[config.mk]
export PLATFORM = sky130hd
export DESIGN_NAME = conditional_nesting_tracker_top_flat
export DESIGN_NICKNAME = d
export VERILOG_FILES = /design/src/rtl/cndtrk_pkg.sv /design/src/rtl/cndtrk_in_if.sv /design/src/rtl/cndtrk_out_if.sv /design/src/rtl/cndtrk_stack_mem.sv /design/src/rtl/cndtrk_exec.sv /design/src/rtl/conditional_nesting_tracker_top.sv /design/src/flat_wrapper.sv
export SDC_FILE = /design/constraint.sdc
export NUM_CORES = 1
export LEC_CHECK = 0
export ABC_CLOCK_PERIOD_IN_PS = 7100
export BUFFER_PORTS_ARGS = -buffer_cell sky130_fd_sc_hd__buf_2
export CORE_MARGIN = 2
export CORE_UTILIZATION = 65
export CTS_CLUSTER_SIZE = 20
export DETAILED_ROUTE_END_ITERATION = 16
export MAX_ROUTING_LAYER = met4
export PLACE_DENSITY = 0.84
export SYNTH_ARGS = -nofsm -noshare
export SYNTH_HDL_FRONTEND = slang
export SYNTH_SLANG_ARGS = --single-unit
[constraint.sdc]
create_clock -name clk -period 7.1 [get_ports clk]
set_clock_uncertainty 0.15 [all_clocks]
set_input_delay 1.42 -clock clk [delete_from_list [all_inputs] [get_ports clk]]
set_output_delay 1.42 -clock clk [all_outputs]
set_load 0.005 [all_outputs]
[src/rtl/cndtrk_pkg.sv]
// Package for the conditional nesting tracker: directive kinds, verdict and
// error codes, field widths and the result record shared by the execution unit,
// the top level and the testbench. No dependencies.
`timescale 1ns / 1ps

package cndtrk_pkg;

  localparam int MAX_DEPTH_DEF = 30;
  localparam int KIND_W        = 3;
  localparam int VERDICT_W     = 2;
  localparam int ERR_W         = 3;
  localparam int OPEN_W        = 5;
  localparam int SKIP_W        = 16;

  localparam logic [SKIP_W-1:0] SKIP_MAX = {SKIP_W{1'b1}};

  typedef enum logic [KIND_W-1:0] {
    KIND_IF      = 3'd0,
    KIND_ELIF    = 3'd1,
    KIND_ELSE    = 3'd2,
    KIND_ENDIF   = 3'd3,
    KIND_EOF     = 3'd4,
    KIND_UNKNOWN = 3'd5
  } kind_t;

  typedef enum logic [VERDICT_W-1:0] {
    VERDICT_PARSE   = 2'd0,
    VERDICT_SKIP    = 2'd1,
    VERDICT_INVALID = 2'd2
  } verdict_t;

  typedef enum logic [ERR_W-1:0] {
    ERR_NONE      = 3'd0,
    ERR_ENDIF     = 3'd1,
    ERR_ELSE      = 3'd2,
    ERR_ELIF      = 3'd3,
    ERR_MALFORMED = 3'd4,
    ERR_DEEP      = 3'd5,
    ERR_OPEN      = 3'd6
  } err_t;

  typedef struct packed {
    verdict_t            verdict;
    err_t                error_code;
    logic [OPEN_W-1:0]   open_count;
  } result_t;

endpackage

[src/rtl/cndtrk_in_if.sv]
// Directive input channel: valid/ready handshake with the directive payload.
// Depends on cndtrk_pkg for field widths.
`timescale 1ns / 1ps

interface cndtrk_in_if;
  logic                          valid;
  logic                          ready;
  logic [cndtrk_pkg::KIND_W-1:0] kind;
  logic                          expr_value;
  logic                          expr_ok;

  modport source (output valid, output kind, output expr_value, output expr_ok,
                  input ready);
  modport sink   (input valid, input kind, input expr_value, input expr_ok,
                  output ready);
endinterface

[src/rtl/cndtrk_out_if.sv]
// Result channel: valid/ready handshake with verdict, error code and open count.
// Depends on cndtrk_pkg for field widths.
`timescale 1ns / 1ps

interface cndtrk_out_if;
  logic                             valid;
  logic                             ready;
  logic [cndtrk_pkg::VERDICT_W-1:0] verdict;
  logic [cndtrk_pkg::ERR_W-1:0]     error_code;
  logic [cndtrk_pkg::OPEN_W-1:0]    open_count;

  modport source (output valid, output verdict, output error_code, output open_count,
                  input ready);
  modport sink   (input valid, input verdict, input error_code, input open_count,
                  output ready);
endinterface

[src/rtl/cndtrk_stack_mem.sv]
// Branch value stack storage: one-bit synchronous RAM, one write port and
// one registered read port with write-first forwarding. No dependencies.
`timescale 1ns / 1ps

module cndtrk_stack_mem #(
  parameter int DEPTH  = 30,
  parameter int ADDR_W = 5
) (
  input  logic              clk,
  input  logic              wr_en,
  input  logic [ADDR_W-1:0] wr_addr,
  input  logic              wr_data,
  input  logic              rd_en,
  input  logic [ADDR_W-1:0] rd_addr,
  output logic              rd_data
);

  logic mem_r [DEPTH];
  logic rd_data_r;

  always_ff @(posedge clk) begin
    if (wr_en) begin
      mem_r[wr_addr] <= wr_data;
    end
  end

  // A write to the entry being read in the same cycle is passed straight on.
  always_ff @(posedge clk) begin
    if (rd_en) begin
      if (wr_en && (wr_addr == rd_addr)) begin
        rd_data_r <= wr_data;
      end else begin
        rd_data_r <= mem_r[rd_addr];
      end
    end
  end

  assign rd_data = rd_data_r;

endmodule

[src/rtl/cndtrk_exec.sv]
// Directive execution: given one directive, the stack top value and the
// current counters, computes the next counters, the stack write and the result.
// Depends on cndtrk_pkg.
`timescale 1ns / 1ps

module cndtrk_exec #(
  parameter int MAX_DEPTH = 30,
  parameter int DEPTH_W   = 5,
  parameter int ADDR_W    = 5
) (
  input  logic [cndtrk_pkg::KIND_W-1:0] kind,
  input  logic                          expr_value,
  input  logic                          expr_ok,
  input  logic                          top_val,
  input  logic [DEPTH_W-1:0]            depth,
  input  logic [cndtrk_pkg::SKIP_W-1:0] skipped,
  input  logic                          skipping,
  output logic [DEPTH_W-1:0]            depth_nxt,
  output logic [cndtrk_pkg::SKIP_W-1:0] skipped_nxt,
  output logic                          skipping_nxt,
  output logic                          wr_en,
  output logic [ADDR_W-1:0]             wr_addr,
  output logic                          wr_data,
  output cndtrk_pkg::result_t           res
);
  import cndtrk_pkg::*;

  localparam logic [DEPTH_W-1:0] DEPTH_FULL = DEPTH_W'(MAX_DEPTH);

  logic [DEPTH_W-1:0]         depth_m1;
  logic [ADDR_W-1:0]          top_addr;
  logic [DEPTH_W+OPEN_W-1:0]  depth_ext;
  logic                       depth_zero;
  logic                       skip_busy;

  assign depth_m1   = depth - DEPTH_W'(1);
  assign top_addr   = depth_m1[ADDR_W-1:0];
  assign depth_ext  = {{OPEN_W{1'b0}}, depth};
  assign depth_zero = (depth == '0);
  assign skip_busy  = (skipped != '0);

  always_comb begin
    depth_nxt    = depth;
    skipped_nxt  = skipped;
    skipping_nxt = skipping;
    wr_en        = 1'b0;
    wr_addr      = top_addr;
    wr_data      = expr_value;
    res          = '{verdict: VERDICT_PARSE, error_code: ERR_NONE, open_count: '0};

    case (kind)
      KIND_IF: begin
        if (skipping) begin
          if (skipped != SKIP_MAX) begin
            skipped_nxt = skipped + SKIP_W'(1);
          end
          res.verdict = VERDICT_SKIP;
        end else if (!expr_ok) begin
          res.verdict    = VERDICT_INVALID;
          res.error_code = ERR_MALFORMED;
        end else if (depth == DEPTH_FULL) begin
          res.verdict    = VERDICT_INVALID;
          res.error_code = ERR_DEEP;
        end else begin
          wr_en        = 1'b1;
          wr_addr      = depth[ADDR_W-1:0];
          depth_nxt    = depth + DEPTH_W'(1);
          skipping_nxt = !expr_value;
          res.verdict  = expr_value ? VERDICT_PARSE : VERDICT_SKIP;
        end
      end
      KIND_ELIF: begin
        if (depth_zero) begin
          res.verdict    = VERDICT_INVALID;
          res.error_code = ERR_ELIF;
        end else if (skip_busy) begin
          res.verdict = VERDICT_SKIP;
        end else if (!expr_ok) begin
          res.verdict    = VERDICT_INVALID;
          res.error_code = ERR_MALFORMED;
        end else if (top_val) begin
          skipping_nxt = 1'b1;
          res.verdict  = VERDICT_SKIP;
        end else begin
          wr_en        = 1'b1;
          skipping_nxt = !expr_value;
          res.verdict  = expr_value ? VERDICT_PARSE : VERDICT_SKIP;
        end
      end
      KIND_ELSE: begin
        if (depth_zero) begin
          res.verdict    = VERDICT_INVALID;
          res.error_code = ERR_ELSE;
        end else if (skip_busy) begin
          res.verdict = VERDICT_SKIP;
        end else if (top_val) begin
          skipping_nxt = 1'b1;
          res.verdict  = VERDICT_SKIP;
        end else begin
          wr_en        = 1'b1;
          wr_data      = 1'b1;
          skipping_nxt = 1'b0;
        end
      end
      KIND_ENDIF: begin
        if (skip_busy) begin
          skipped_nxt = skipped - SKIP_W'(1);
          res.verdict = VERDICT_SKIP;
        end else if (depth_zero) begin
          res.verdict    = VERDICT_INVALID;
          res.error_code = ERR_ENDIF;
        end else begin
          skipping_nxt = 1'b0;
          depth_nxt    = depth_m1;
        end
      end
      KIND_EOF: begin
        depth_nxt = '0;
        if (!depth_zero) begin
          res.verdict    = VERDICT_INVALID;
          res.error_code = ERR_OPEN;
          res.open_count = depth_ext[OPEN_W-1:0];
        end
      end
      default: begin
        res.verdict = VERDICT_INVALID;
      end
    endcase
  end

endmodule

[src/rtl/conditional_nesting_tracker_top.sv]
// Conditional nesting tracker, top level. A transferring directive enters the
// execute stage as its stack top is read; it then executes into the output register.
// Throughput: one directive per cycle while results are not stalled, set by the
// single read-modify-write pass over the branch value RAM with forwarding.
// Reset (rst_n low, synchronous) clears depth, skip count, skip flag and all
// valids; the branch value RAM needs no clearing since each entry is pushed first.
`timescale 1ns / 1ps

module conditional_nesting_tracker_top #(
  parameter int MAX_DEPTH = cndtrk_pkg::MAX_DEPTH_DEF
) (
  input  logic         clk,
  input  logic         rst_n,
  cndtrk_in_if.sink    in_ch,
  cndtrk_out_if.source out_ch
);
  import cndtrk_pkg::*;

  // The depth counter must hold MAX_DEPTH itself; RAM addresses only reach
  // MAX_DEPTH-1.
  localparam int DEPTH_W = $clog2(MAX_DEPTH + 1);
  localparam int ADDR_W  = (MAX_DEPTH > 1) ? $clog2(MAX_DEPTH) : 1;

  // Architectural state of the tracker.
  logic [DEPTH_W-1:0] depth_r;
  logic [SKIP_W-1:0]  skipped_r;
  logic               skipping_r;

  // Execute stage: the directive whose stack top read is under way.
  logic              s1_valid_r;
  logic [KIND_W-1:0] s1_kind_r;
  logic              s1_value_r;
  logic              s1_ok_r;

  // Output register, parting the execute stage from the result consumer.
  logic    out_valid_r;
  result_t out_res_r;

  logic               in_fire;
  logic               s1_fire;
  logic [DEPTH_W-1:0] depth_nxt;
  logic [SKIP_W-1:0]  skipped_nxt;
  logic               skipping_nxt;
  logic               wr_en;
  logic [ADDR_W-1:0]  wr_addr;
  logic               wr_data;
  logic               top_val;
  result_t            exec_res;
  logic [DEPTH_W-1:0] rd_depth;
  logic [DEPTH_W-1:0] rd_depth_m1;
  logic [ADDR_W-1:0]  rd_addr;

  // The execute stage retires whenever the output register is free or being
  // drained; a new directive can enter in the same cycle.
  assign s1_fire     = s1_valid_r && (!out_valid_r || out_ch.ready);
  assign in_ch.ready = !s1_valid_r || s1_fire;
  assign in_fire     = in_ch.valid && in_ch.ready;

  // The incoming directive reads the stack top as it will be after the
  // directive that executes this cycle. A same-cycle write to that entry is
  // forwarded inside the RAM read port.
  assign rd_depth    = s1_fire ? depth_nxt : depth_r;
  assign rd_depth_m1 = rd_depth - DEPTH_W'(1);
  assign rd_addr     = rd_depth_m1[ADDR_W-1:0];

  cndtrk_stack_mem #(
    .DEPTH  (MAX_DEPTH),
    .ADDR_W (ADDR_W)
  ) u_stack_mem (
    .clk     (clk),
    .wr_en   (wr_en),
    .wr_addr (wr_addr),
    .wr_data (wr_data),
    .rd_en   (in_fire),
    .rd_addr (rd_addr),
    .rd_data (top_val)
  );

  logic exec_wr_en;

  cndtrk_exec #(
    .MAX_DEPTH (MAX_DEPTH),
    .DEPTH_W   (DEPTH_W),
    .ADDR_W    (ADDR_W)
  ) u_exec (
    .kind         (s1_kind_r),
    .expr_value   (s1_value_r),
    .expr_ok      (s1_ok_r),
    .top_val      (top_val),
    .depth        (depth_r),
    .skipped      (skipped_r),
    .skipping     (skipping_r),
    .depth_nxt    (depth_nxt),
    .skipped_nxt  (skipped_nxt),
    .skipping_nxt (skipping_nxt),
    .wr_en        (exec_wr_en),
    .wr_addr      (wr_addr),
    .wr_data      (wr_data),
    .res          (exec_res)
  );

  // Stack writes only take effect when the directive actually retires.
  assign wr_en = exec_wr_en && s1_fire;

  always_ff @(posedge clk) begin
    if (!rst_n) begin
      depth_r    <= '0;
      skipped_r  <= '0;
      skipping_r <= 1'b0;
    end else if (s1_fire) begin
      depth_r    <= depth_nxt;
      skipped_r  <= skipped_nxt;
      skipping_r <= skipping_nxt;
    end
  end

  always_ff @(posedge clk) begin
    if (!rst_n) begin
      s1_valid_r <= 1'b0;
    end else if (in_ch.ready) begin
      s1_valid_r <= in_ch.valid;
    end
  end

  always_ff @(posedge clk) begin
    if (in_fire) begin
      s1_kind_r  <= in_ch.kind;
      s1_value_r <= in_ch.expr_value;
      s1_ok_r    <= in_ch.expr_ok;
    end
  end

  always_ff @(posedge clk) begin
    if (!rst_n) begin
      out_valid_r <= 1'b0;
    end else if (s1_fire) begin
      out_valid_r <= 1'b1;
    end else if (out_ch.ready) begin
      out_valid_r <= 1'b0;
    end
  end

  always_ff @(posedge clk) begin
    if (s1_fire) begin
      out_res_r <= exec_res;
    end
  end

  assign out_ch.valid      = out_valid_r;
  assign out_ch.verdict    = out_res_r.verdict;
  assign out_ch.error_code = out_res_r.error_code;
  assign out_ch.open_count = out_res_r.open_count;

  // Skipped nested levels only exist while lines are being skipped.
  a_skip_implies_skipping: assert property (@(posedge clk) disable iff (!rst_n)
    (skipped_r != '0) |-> skipping_r)
    else $error("skip count nonzero while not skipping");

  // The stack never grows past its capacity.
  a_depth_bounded: assert property (@(posedge clk) disable iff (!rst_n)
    depth_r <= DEPTH_W'(MAX_DEPTH))
    else $error("nesting depth beyond capacity");

  // A stalled result holds the execute stage and the tracker state.
  a_stall_holds: assert property (@(posedge clk) disable iff (!rst_n)
    (s1_valid_r && out_valid_r && !out_ch.ready) |=>
      (s1_valid_r && $stable(depth_r) && $stable(skipped_r) && $stable(skipping_r)))
    else $error("state moved while result stalled");

  // End of file empties the stack.
  a_eof_clears: assert property (@(posedge clk) disable iff (!rst_n)
    (s1_fire && (s1_kind_r == KIND_EOF)) |=> (depth_r == '0))
    else $error("stack not empty after end of file");

endmodule

[src/flat_wrapper.sv]
// flat-port wrapper written by rule: the top's interface ports become plain ports
module conditional_nesting_tracker_top_flat import cndtrk_pkg::*;
#(
  parameter int MAX_DEPTH = cndtrk_pkg::MAX_DEPTH_DEF
)
  (clk, rst_n, in_ch_valid, in_ch_kind, in_ch_expr_value, in_ch_expr_ok, in_ch_ready, out_ch_valid, out_ch_verdict, out_ch_error_code, out_ch_open_count, out_ch_ready);
  cndtrk_in_if in_ch_i ();
  cndtrk_out_if out_ch_i ();
  input  logic clk;
  input  logic rst_n;
  input wire logic [$bits(in_ch_i.valid)-1:0] in_ch_valid;
  input wire logic [$bits(in_ch_i.kind)-1:0] in_ch_kind;
  input wire logic [$bits(in_ch_i.expr_value)-1:0] in_ch_expr_value;
  input wire logic [$bits(in_ch_i.expr_ok)-1:0] in_ch_expr_ok;
  output wire logic [$bits(in_ch_i.ready)-1:0] in_ch_ready;
  output wire logic [$bits(out_ch_i.valid)-1:0] out_ch_valid;
  output wire logic [$bits(out_ch_i.verdict)-1:0] out_ch_verdict;
  output wire logic [$bits(out_ch_i.error_code)-1:0] out_ch_error_code;
  output wire logic [$bits(out_ch_i.open_count)-1:0] out_ch_open_count;
  input wire logic [$bits(out_ch_i.ready)-1:0] out_ch_ready;
  assign in_ch_i.valid = in_ch_valid;
  assign in_ch_i.kind = in_ch_kind;
  assign in_ch_i.expr_value = in_ch_expr_value;
  assign in_ch_i.expr_ok = in_ch_expr_ok;
  assign in_ch_ready = in_ch_i.ready;
  assign out_ch_valid = out_ch_i.valid;
  assign out_ch_verdict = out_ch_i.verdict;
  assign out_ch_error_code = out_ch_i.error_code;
  assign out_ch_open_count = out_ch_i.open_count;
  assign out_ch_i.ready = out_ch_ready;
  conditional_nesting_tracker_top #(.MAX_DEPTH(MAX_DEPTH)) u_core (.clk(clk), .rst_n(rst_n), .in_ch(in_ch_i), .out_ch(out_ch_i));
endmodule
==> flow_summary_export.csv, run 1 <==
group,metric,value,unit
status,status,"completed",
global_route,grt-ovfl-total,0,
placement,io_buffers,20,
worst_setup_path,crit_fanout,19,
routing,routedWlPerCell,16.9,um
routing,drt_iter0_drc,294,
sta,final.setup.tns,0,ns
global_route,grt_max_degree,33,
routing,drc,0,
worst_setup_path,end_kind,"flop",
sta,max_slew_margin,42.8,%
final_layout,multi_input_area,2440,um^2
worst_setup_path,worst_setup_path_start_kind,"flop",
sta,fin_crit_sh,78.6,%
logic_synthesis,synth.avg_cell_area,8.98,um^2
final_layout,seqCellArea,1860,um^2
worst_setup_path,cp_cell_sequence,"nand3b_4 > clkinv_1 > nand4_1 > o21ai_1 > a211oi_2 > inv_2 > ha_1 > inv_1 > o211a_4 > or2_1 > mux2_1 > mux4_2 > a211oi_2 > o21a_1 > a21oi_1",
global_route,grt_usage,28.6,%
logic_synthesis,synth_top_family_by_area,"simple AND/OR/NAND/NOR gates",
logic_synthesis,syn_inst,497,
clocking,insertion_delay,0.35,ns
die,rows,30,
pwr,p_leak,1.80,nW
clocking,htreeDepth,3,
logic_synthesis,synth_edf_count,46,
clocking,cts.clk_slew.worst_paths,0.08,ns
worst_setup_path,max_stage_delay,0.71,ns
clocking,cts_tree,"yes",
sta,hold_viol,0,
global_route,grt_pass1_wl,16.4,mm
logic_synthesis,synth_fa_ha_area_share,5.77,%
placement,place_hpwl,7.10,mm
worst_setup_path,r2r_start,"u_core.s1_kind_r[2]$_DFFE_PP_",
logic_synthesis,ys_seq_area_share,41.7,%
worst_setup_path,cp.required,7.04,ns
die,die-width,86.9,um
die,fp.dieH,86.9,um
pwr,power_density,169,nW/um^2
worst_setup_path,rr_worst_depth,15,
logic_synthesis,ys_warn_count,0,
clocking,post_cts_resized,0,
global_route,grt_pass1_vias,3455,
logic_synthesis,post_synth_and_or_nand_nor_area_fraction,24.2,%
pwr,peakVddDrop,0.0000913,V
worst_setup_path,slowest_stage,"edfxtp_1",
final_layout,nFillCells,520,
clocking,cts.path.max_buffers,2,
final_layout,drive_above_1_share,10.9,%
logic_synthesis,synth_cell_types,71,
clocking,post-cts-setup-buffers,0,
worst_setup_path,r2r_end,"u_core.u_stack_mem.rd_data$_DFFE_PP_",
logic_synthesis,async_flop_share,0,%
clocking,clock_sink_count,70,
worst_setup_path,crit_type,"flop to flop",
logic_synthesis,synth_mux_area_share,3.03,%
logic_synthesis,synthXorXnorAreaFrac,3.31,%
worst_setup_path,cp.arrival,5.53,ns
final_layout,antenna_cells,0,
sta,maxSlewViolCount,0,
sta,rsz0062_at_grt,"false",
logic_synthesis,synth_compound_area_share,18.2,%
routing,first_pass_iters,5,
sta,finalSetupViolCount,0,
logic_synthesis,synth_seq_cells,70,
die,start_util,66.5,%
min_path,min_path_cells,2,
final_layout,fin_util,70.8,%
min_path,min_from,"u_core.skipped_r[15]$_SDFFE_PN0P_",
sta,max_freq,0.179,GHz
die,core_area,6720,um^2
routing,drt-total-wl,9.98,mm
logic_synthesis,syn_nets,526,
routing,vias,3785,
die,dieArea,7550,um^2
global_route,grt_antenna_before_repair,0,
placement,gp_congestion,0.964,
run,maxCapViolations,0,
min_path,worstHoldPathType,"flop to flop",
clocking,postCtsHoldBufs,0,
sta,period_needed,5.58,ns
worst_setup_path,reg2reg_slack,1.52,ns
worst_setup_path,crit_path_frequent_cell,"a211oi_2",
sta,hold_slack,0.366,ns
final_layout,nNetsFinal,536,
routing,antenna_left,0,
routing,via_per_inst,6.39,
sta,worst_slew_pin_slew,0.856,ns
clocking,numCtsBuffers,9,
logic_synthesis,synth_area,4470,um^2
min_path,min_to,"u_core.skipped_r[15]$_SDFFE_PN0P_",
logic_synthesis,ys.flop_type,"edfxtp_1",
die,io_pins,21,
clocking,cts-root-buf,"clkbuf_8",
final_layout,area_growth,6.47,%
==> cells in the final DEF, fill, tap and decap left out, types with 6 or more instances in the layout <==
master	Yosys	layout
nor2_1	80	80
clkbuf_8	0	9
ha_1	19	19
dfxtp_1	24	24
a211oi_1	6	6
inv_1	15	15
buf_2	3	20
and3_1	7	7
nand3_1	13	13
edfxtp_1	46	46
nand4_1	10	10
nand2_1	60	60
xnor2_1	9	9
xor2_1	6	6
o21ai_0	16	16
a21oi_1	33	33
nor3_1	12	12
nand2b_1	10	10
==> worst max-delay path by stage <==
stage | from | end | slack, ns | cells after the start
2_1_floorplan | out_ch_ready | u_core.u_stack_mem.rd_data$_DFFE_PP_ | 2.18 | 15
3_3_place_gp | out_ch_ready | u_core.u_stack_mem.rd_data$_DFFE_PP_ | 1.79 | 15
3_5_place_dp | out_ch_ready | u_core.u_stack_mem.rd_data$_DFFE_PP_ | 1.61 | 15
4_1_cts | u_core.s1_kind_r[2]$_DFFE_PP_ | u_core.u_stack_mem.rd_data$_DFFE_PP_ | 1.64 | 15
5_1_grt | u_core.s1_kind_r[2]$_DFFE_PP_ | u_core.u_stack_mem.rd_data$_DFFE_PP_ | 1.20 | 15
6_report | u_core.s1_kind_r[2]$_DFFE_PP_ | u_core.u_stack_mem.rd_data$_DFFE_PP_ | 1.52 | 15
==> through the flow <==
| step | total power (W) | std cells | area, um^2 | setup slack, ns |
|---|---|---|---|---|
| after floorplan | 0.000488 | 497 | 4470 | 2.18 |
| after global placement | 0.000501 | 576 | 4570 | 1.79 |
| after detailed placement | 0.000503 | 576 | 4570 | 1.61 |
| after CTS | 0.000806 | 592 | 4750 | 1.64 |
| after global routing | 0.000825 | 592 | 4750 | 1.20 |
| final | 0.000802 | 592 | 4750 | 1.52 |
==> where the power goes <==
part | internal [W] | total [W] | switching, W
clock | 0.000160 | 0.000307 | 0.000147
combinational | 0.0000178 | 0.0000487 | 0.0000309
sequential | 0.000439 | 0.000446 | 0.00000732
==> sequential cells by signal (all words and copies together) (netlist names), 2 cells and up <==
| signal | cells |
|---|---|
| u_core.out_ch.error_code | 3 |
| u_core.out_ch.open_count | 5 |
| u_core.depth_r | 5 |
| u_core.u_stack_mem.mem_r | 30 |
| u_core.out_ch.verdict | 2 |
| u_core.skipped_r | 16 |
| u_core.s1_kind_r | 3 |
==> logic make-up after synthesis <==
kind of cell / after synthesis
adder cells (fa/ha/maj): 20
buffers and inverters: 39
AND/OR/NAND/NOR: 226
flip-flops: 70
multiplexers: 10
XOR/XNOR: 16
AO/OA/AOI/OAI: 116
==> final cells by class <==
cell class                      instances  share of cell area [%]
Sequential cell                        70                    39.2
Inverter                               17                    1.34
Tap cell                               80                    2.11
Timing Repair Buffer                   21                    2.26
Clock buffer                           11                    2.76
Clock inverter                          5                    1.08
Multi-Input combinational cell        388                    51.3
==> per-layer routing <==
layer  share of wire (%)  vias up  track usage (%)
li1                    -     1836                -
met5                   0        -                -
met1                  45     1795             36.7
met2                  48      134             45.6
met4                 2.1        0             10.9
met3                 4.7       20             4.83
==> cell usage after synthesis (6+ instances only) <==
cell / n / area [um^2]
clkbuf_1: 14 / 52.6
nand3_1: 13 / 65.1
nand2b_1: 10 / 62.6
a211oi_1: 6 / 45.0
and3_1: 7 / 43.8
nand2_1: 60 / 225
nor2_1: 80 / 300
ha_1: 19 / 238
a21oi_1: 33 / 165
xnor2_1: 9 / 78.8
o21ai_0: 16 / 80.1
xor2_1: 6 / 52.6
nor3_1: 12 / 60.1
nand4_1: 10 / 62.6
dfxtp_1: 24 / 480
edfxtp_1: 46 / 1380
inv_1: 15 / 56.3
==> worst max-delay path, delay by kind of cell (launching register included) <==
family	cells	cell delay, ns
AO/OA/AOI/OAI	6	1.39
AND/OR/NAND/NOR	3	0.98
buffers and inverters	3	0.90
multiplexers	2	0.86
flip-flops	1	0.71
adder cells (fa/ha/maj)	1	0.31
(Power assumes the default switching activity.)
==> inputs of run 2 (changes only) <==
ABC_AREA = 1   (was not set)
ABC_CLOCK_PERIOD_IN_PS = 5780   (was 7100)
CORE_UTILIZATION = 62   (was 65)
PLACE_DENSITY = 0.8   (was 0.84)
clock period = 5.78 ns   (was 7.1 ns; I/O delays follow)
==> run 2 against run 1 <==
Net effect:
- maximum frequency rose by 47%
- setup slack improved by 0.47 ns
- global-route usage fell by 0.67 points
- clock power is 56% higher
- sequential power up 24%
- cell count increased by 21%
==> flow_summary_export.csv, run 2 <==
group,metric,value,unit
sta,finalSetupViolCount,0,
worst_setup_path,max_stage_delay,0.66,ns
clocking,postCtsHoldBufs,0,
clocking,post-cts-setup-buffers,0,
die,start_util,63.6,%
sta,rsz0062_at_grt,"false",
logic_synthesis,synth_area,4570,um^2
routing,routedWlPerCell,14.7,um
sta,setup_slack,1.99,ns
placement,place_ws,1.78,ns
logic_synthesis,ys_warn_count,0,
logic_synthesis,synth_area_leader_cell,"edfxtp_1",
routing,first_pass_iters,5,
final_layout,final_common_cell,"nand2_1",
worst_setup_path,worst_setup_path_start_kind,"flop",
sta,period_needed,3.79,ns
logic_synthesis,synth_cell_types,42,
logic_synthesis,synth_commonest_cells,"nand2_1 (114), nor2_1 (79), inv_1 (68), nand3_1 (58), edfxtp_1 (46)",
logic_synthesis,synth_most_common_cell,"nand2_1",
global_route,grt_pass1_vias,3717,
logic_synthesis,synth_edf_count,46,
status,status,"completed",
worst_setup_path,rr_worst_depth,14,
worst_setup_path,slowest_stage,"inv_1",
final_layout,largest_register_ffs,30,
die,die-width,89.8,um
final_layout,area_growth,8.74,%
global_route,grt_usage,27.9,%
clocking,numCtsBuffers,9,
logic_synthesis,synth.avg_cell_area,7.71,um^2
worst_setup_path,r2r_start,"u_core.s1_kind_r[2]$_DFFE_PP_",
routing,antenna_left,0,
worst_setup_path,crit_type,"flop to flop",
clocking,htreeDepth,3,
logic_synthesis,synthTopCellsByArea,"edfxtp_1 (30%), dfxtp_1 (11%), nand2_1 (9.4%)",
final_layout,reg.largest.list,"u_core.u_stack_mem.mem_r: 30 flops, u_core.skipped_r: 16 flops",
logic_synthesis,syn_inst,592,
logic_synthesis,synth.top_cell.area_share,30.2,%
worst_setup_path,cp_top_family,"compound AO/OA/AOI/OAI gates",
clocking,post_cts_resized,0,
worst_setup_path,cp-startpoint,"u_core.s1_kind_r[2]$_DFFE_PP_",
run,maxCapViolations,0,
global_route,grt-ovfl-total,0,
final_layout,nNetsFinal,641,
final_layout,final_cell_mix,"nand2_1 (114), nor2_1 (79), inv_1 (68), nand3_1 (58), edfxtp_1 (46)",
placement,io_buffers,20,
sta,max_slew_margin,39.2,%
final_layout,nFillCells,607,
worst_setup_path,r2r_end,"u_core.skipped_r[12]$_SDFFE_PN0P_",
logic_synthesis,ys.flop_type,"edfxtp_1",
worst_setup_path,cp.arrival,3.86,ns
sta,final.setup.tns,0,ns
final_layout,drive_above_1_share,12.0,%
routing,drt-total-wl,10.6,mm
worst_setup_path,crit_buf_inv,2,
clocking,cts.path.max_buffers,2,
worst_setup_path,cp.required,5.85,ns
logic_synthesis,async_flop_share,0,%
clocking,cts_tree,"yes",
global_route,grt_antenna_before_repair,0,
worst_setup_path,path_depth,14,
pwr,peakVddDrop,0.000172,V
routing,drt_iter0_drc,275,
routing,drc,0,
logic_synthesis,synth_seq_cells,70,
sta,maxSlewViolCount,0,
pwr,power_density,246,nW/um^2
routing,via_per_inst,5.60,
worst_setup_path,end_kind,"flop",
die,dieArea,8070,um^2
die,rows,31,
worst_setup_path,cp_cell_sequence,"inv_2 > nand3_2 > inv_1 > ha_1 > a21oi_1 > o21ai_0 > nand2_1 > nand2_1 > a21oi_1 > o21ai_0 > a21boi_0 > o21ai_0 > xor2_1 > a21oi_1",
die,fp.dieH,89.8,um
pwr,p_leak,2.19,nW
final_layout,antenna_cells,0,
die,core_area,7180,um^2
sta,hold_viol,0,
sta,max_freq,0.264,GHz
sta,fin_crit_sh,65.6,%
global_route,grt_pass1_wl,17.5,mm
die,io_pins,21,
min_path,worstHoldPathType,"flop to flop",
sta,worst_slew_pin_slew,0.910,ns
logic_synthesis,syn_nets,621,
clocking,cts-root-buf,"clkbuf_8",
placement,gp_congestion,0.909,
clocking,cts.clk_slew.worst_paths,0.07,ns
clocking,insertion_delay,0.36,ns
logic_synthesis,ys_seq_area_share,40.8,%
final_layout,largest_register,"u_core.u_stack_mem.mem_r",
global_route,grt_max_degree,32,
clocking,clock_sink_count,70,
placement,place_hpwl,7.69,mm
worst_setup_path,crit_fanout,24,
routing,vias,4010,
worst_setup_path,reg2reg_slack,1.99,ns
worst_setup_path,worstSetupEndpoint,"u_core.skipped_r[12]$_SDFFE_PN0P_",
-- run 2: cell types whose count changed after synthesis, sizes merged, moves of 8 or more --
cell    before  now
nor2        80   92
nand2b      10    0
nand2       60  124
o21ai       20   38
nor3        13    5
nand3       13   60
clkbuf      14    3
inv         16   78
-- run 2: worst register-to-register path: cells and delay by family (launching register included) --
family                     cells  cell delay, ns
buffers and inverters          2            0.79
xor gates and xnor gates       1            0.16
DFF                            1            0.46
adders and majority gates      1            0.42
AOI/OAI and AO/OA              7            1.40
and+or+nand+nor                3            0.30
-- run 2: cell type report --
class                      count  area, um^2  area share [%]
multi-input combinational    431        2340            47.1
sequential                    70        1860            37.5
inverter                      80         300            6.05
clock buffer                  12         166            3.35
tap                           99         124            2.49
timing repair buffer          20         100            2.02
clock inverter                 4        76.3            1.54
-- run 2: per-layer routing --
layer | vias to the layer above | wire length (um) | global-route usage, % | part of all wire, %
met4 | 0 | 267 | 10.0 | 2.5
met5 | - | 0 | - | 0
met2 | 147 | 5120 | 47.2 | 48
met1 | 1827 | 4610 | 34.1 | 44
met3 | 27 | 561 | 4.61 | 5.3
li1 | 2009 | - | - | -
-- run 2: worst min path at each step --
stage | endpoint | startpoint | slack (ns) | depth (start not counted)
final | u_core.skipped_r[15]$_SDFFE_PN0P_ | u_core.skipped_r[15]$_SDFFE_PN0P_ | 0.33 | 1
after global routing | u_core.skipped_r[15]$_SDFFE_PN0P_ | u_core.skipped_r[15]$_SDFFE_PN0P_ | 0.38 | 1
after CTS | u_core.skipped_r[15]$_SDFFE_PN0P_ | u_core.skipped_r[15]$_SDFFE_PN0P_ | 0.34 | 1
after detailed placement | u_core.skipped_r[15]$_SDFFE_PN0P_ | u_core.skipped_r[15]$_SDFFE_PN0P_ | 0.32 | 1
after global placement | u_core.skipped_r[15]$_SDFFE_PN0P_ | u_core.skipped_r[15]$_SDFFE_PN0P_ | 0.31 | 1
after floorplan | u_core.skipped_r[15]$_SDFFE_PN0P_ | u_core.skipped_r[15]$_SDFFE_PN0P_ | 0.29 | 1
-- run 2: logic make-up (layout without fill, tap and decap cells) --
logic type                 Yosys count  in the layout  synth area share [%]
AOI/OAI and AO/OA                   94             94                  11.6
xor gates and xnor gates            18             18                  3.45
adders and majority gates           20             20                  5.64
buffers and inverters               91            116                  8.05
muxes                                1              1                 0.219
and+or+nand+nor                    298            298                  30.3
DFF                                 70             70                  40.8
-- run 2: through the flow --
step | cells | util [%] | area (um^2) | hold slack, ns | total power (W)
6_report | 716 | 69.2 | 4970 | 0.333 | 0.00122
2_1_floorplan | 592 | - | 4570 | 0.293 | 0.000707
3_5_place_dp | 700 | 65.8 | 4720 | 0.317 | 0.000750
3_3_place_gp | 700 | 65.8 | 4720 | 0.310 | 0.000745
4_1_cts | 716 | 69.2 | 4970 | 0.335 | 0.00123
5_1_grt | 716 | 69.2 | 4970 | 0.377 | 0.00127
-- run 2: power breakdown --
part           internal [W]  total [W]  switching (W)
logic             0.0000586   0.000187       0.000129
registers          0.000545   0.000555     0.00000984
clock network      0.000283   0.000479       0.000196
total              0.000887    0.00122       0.000334
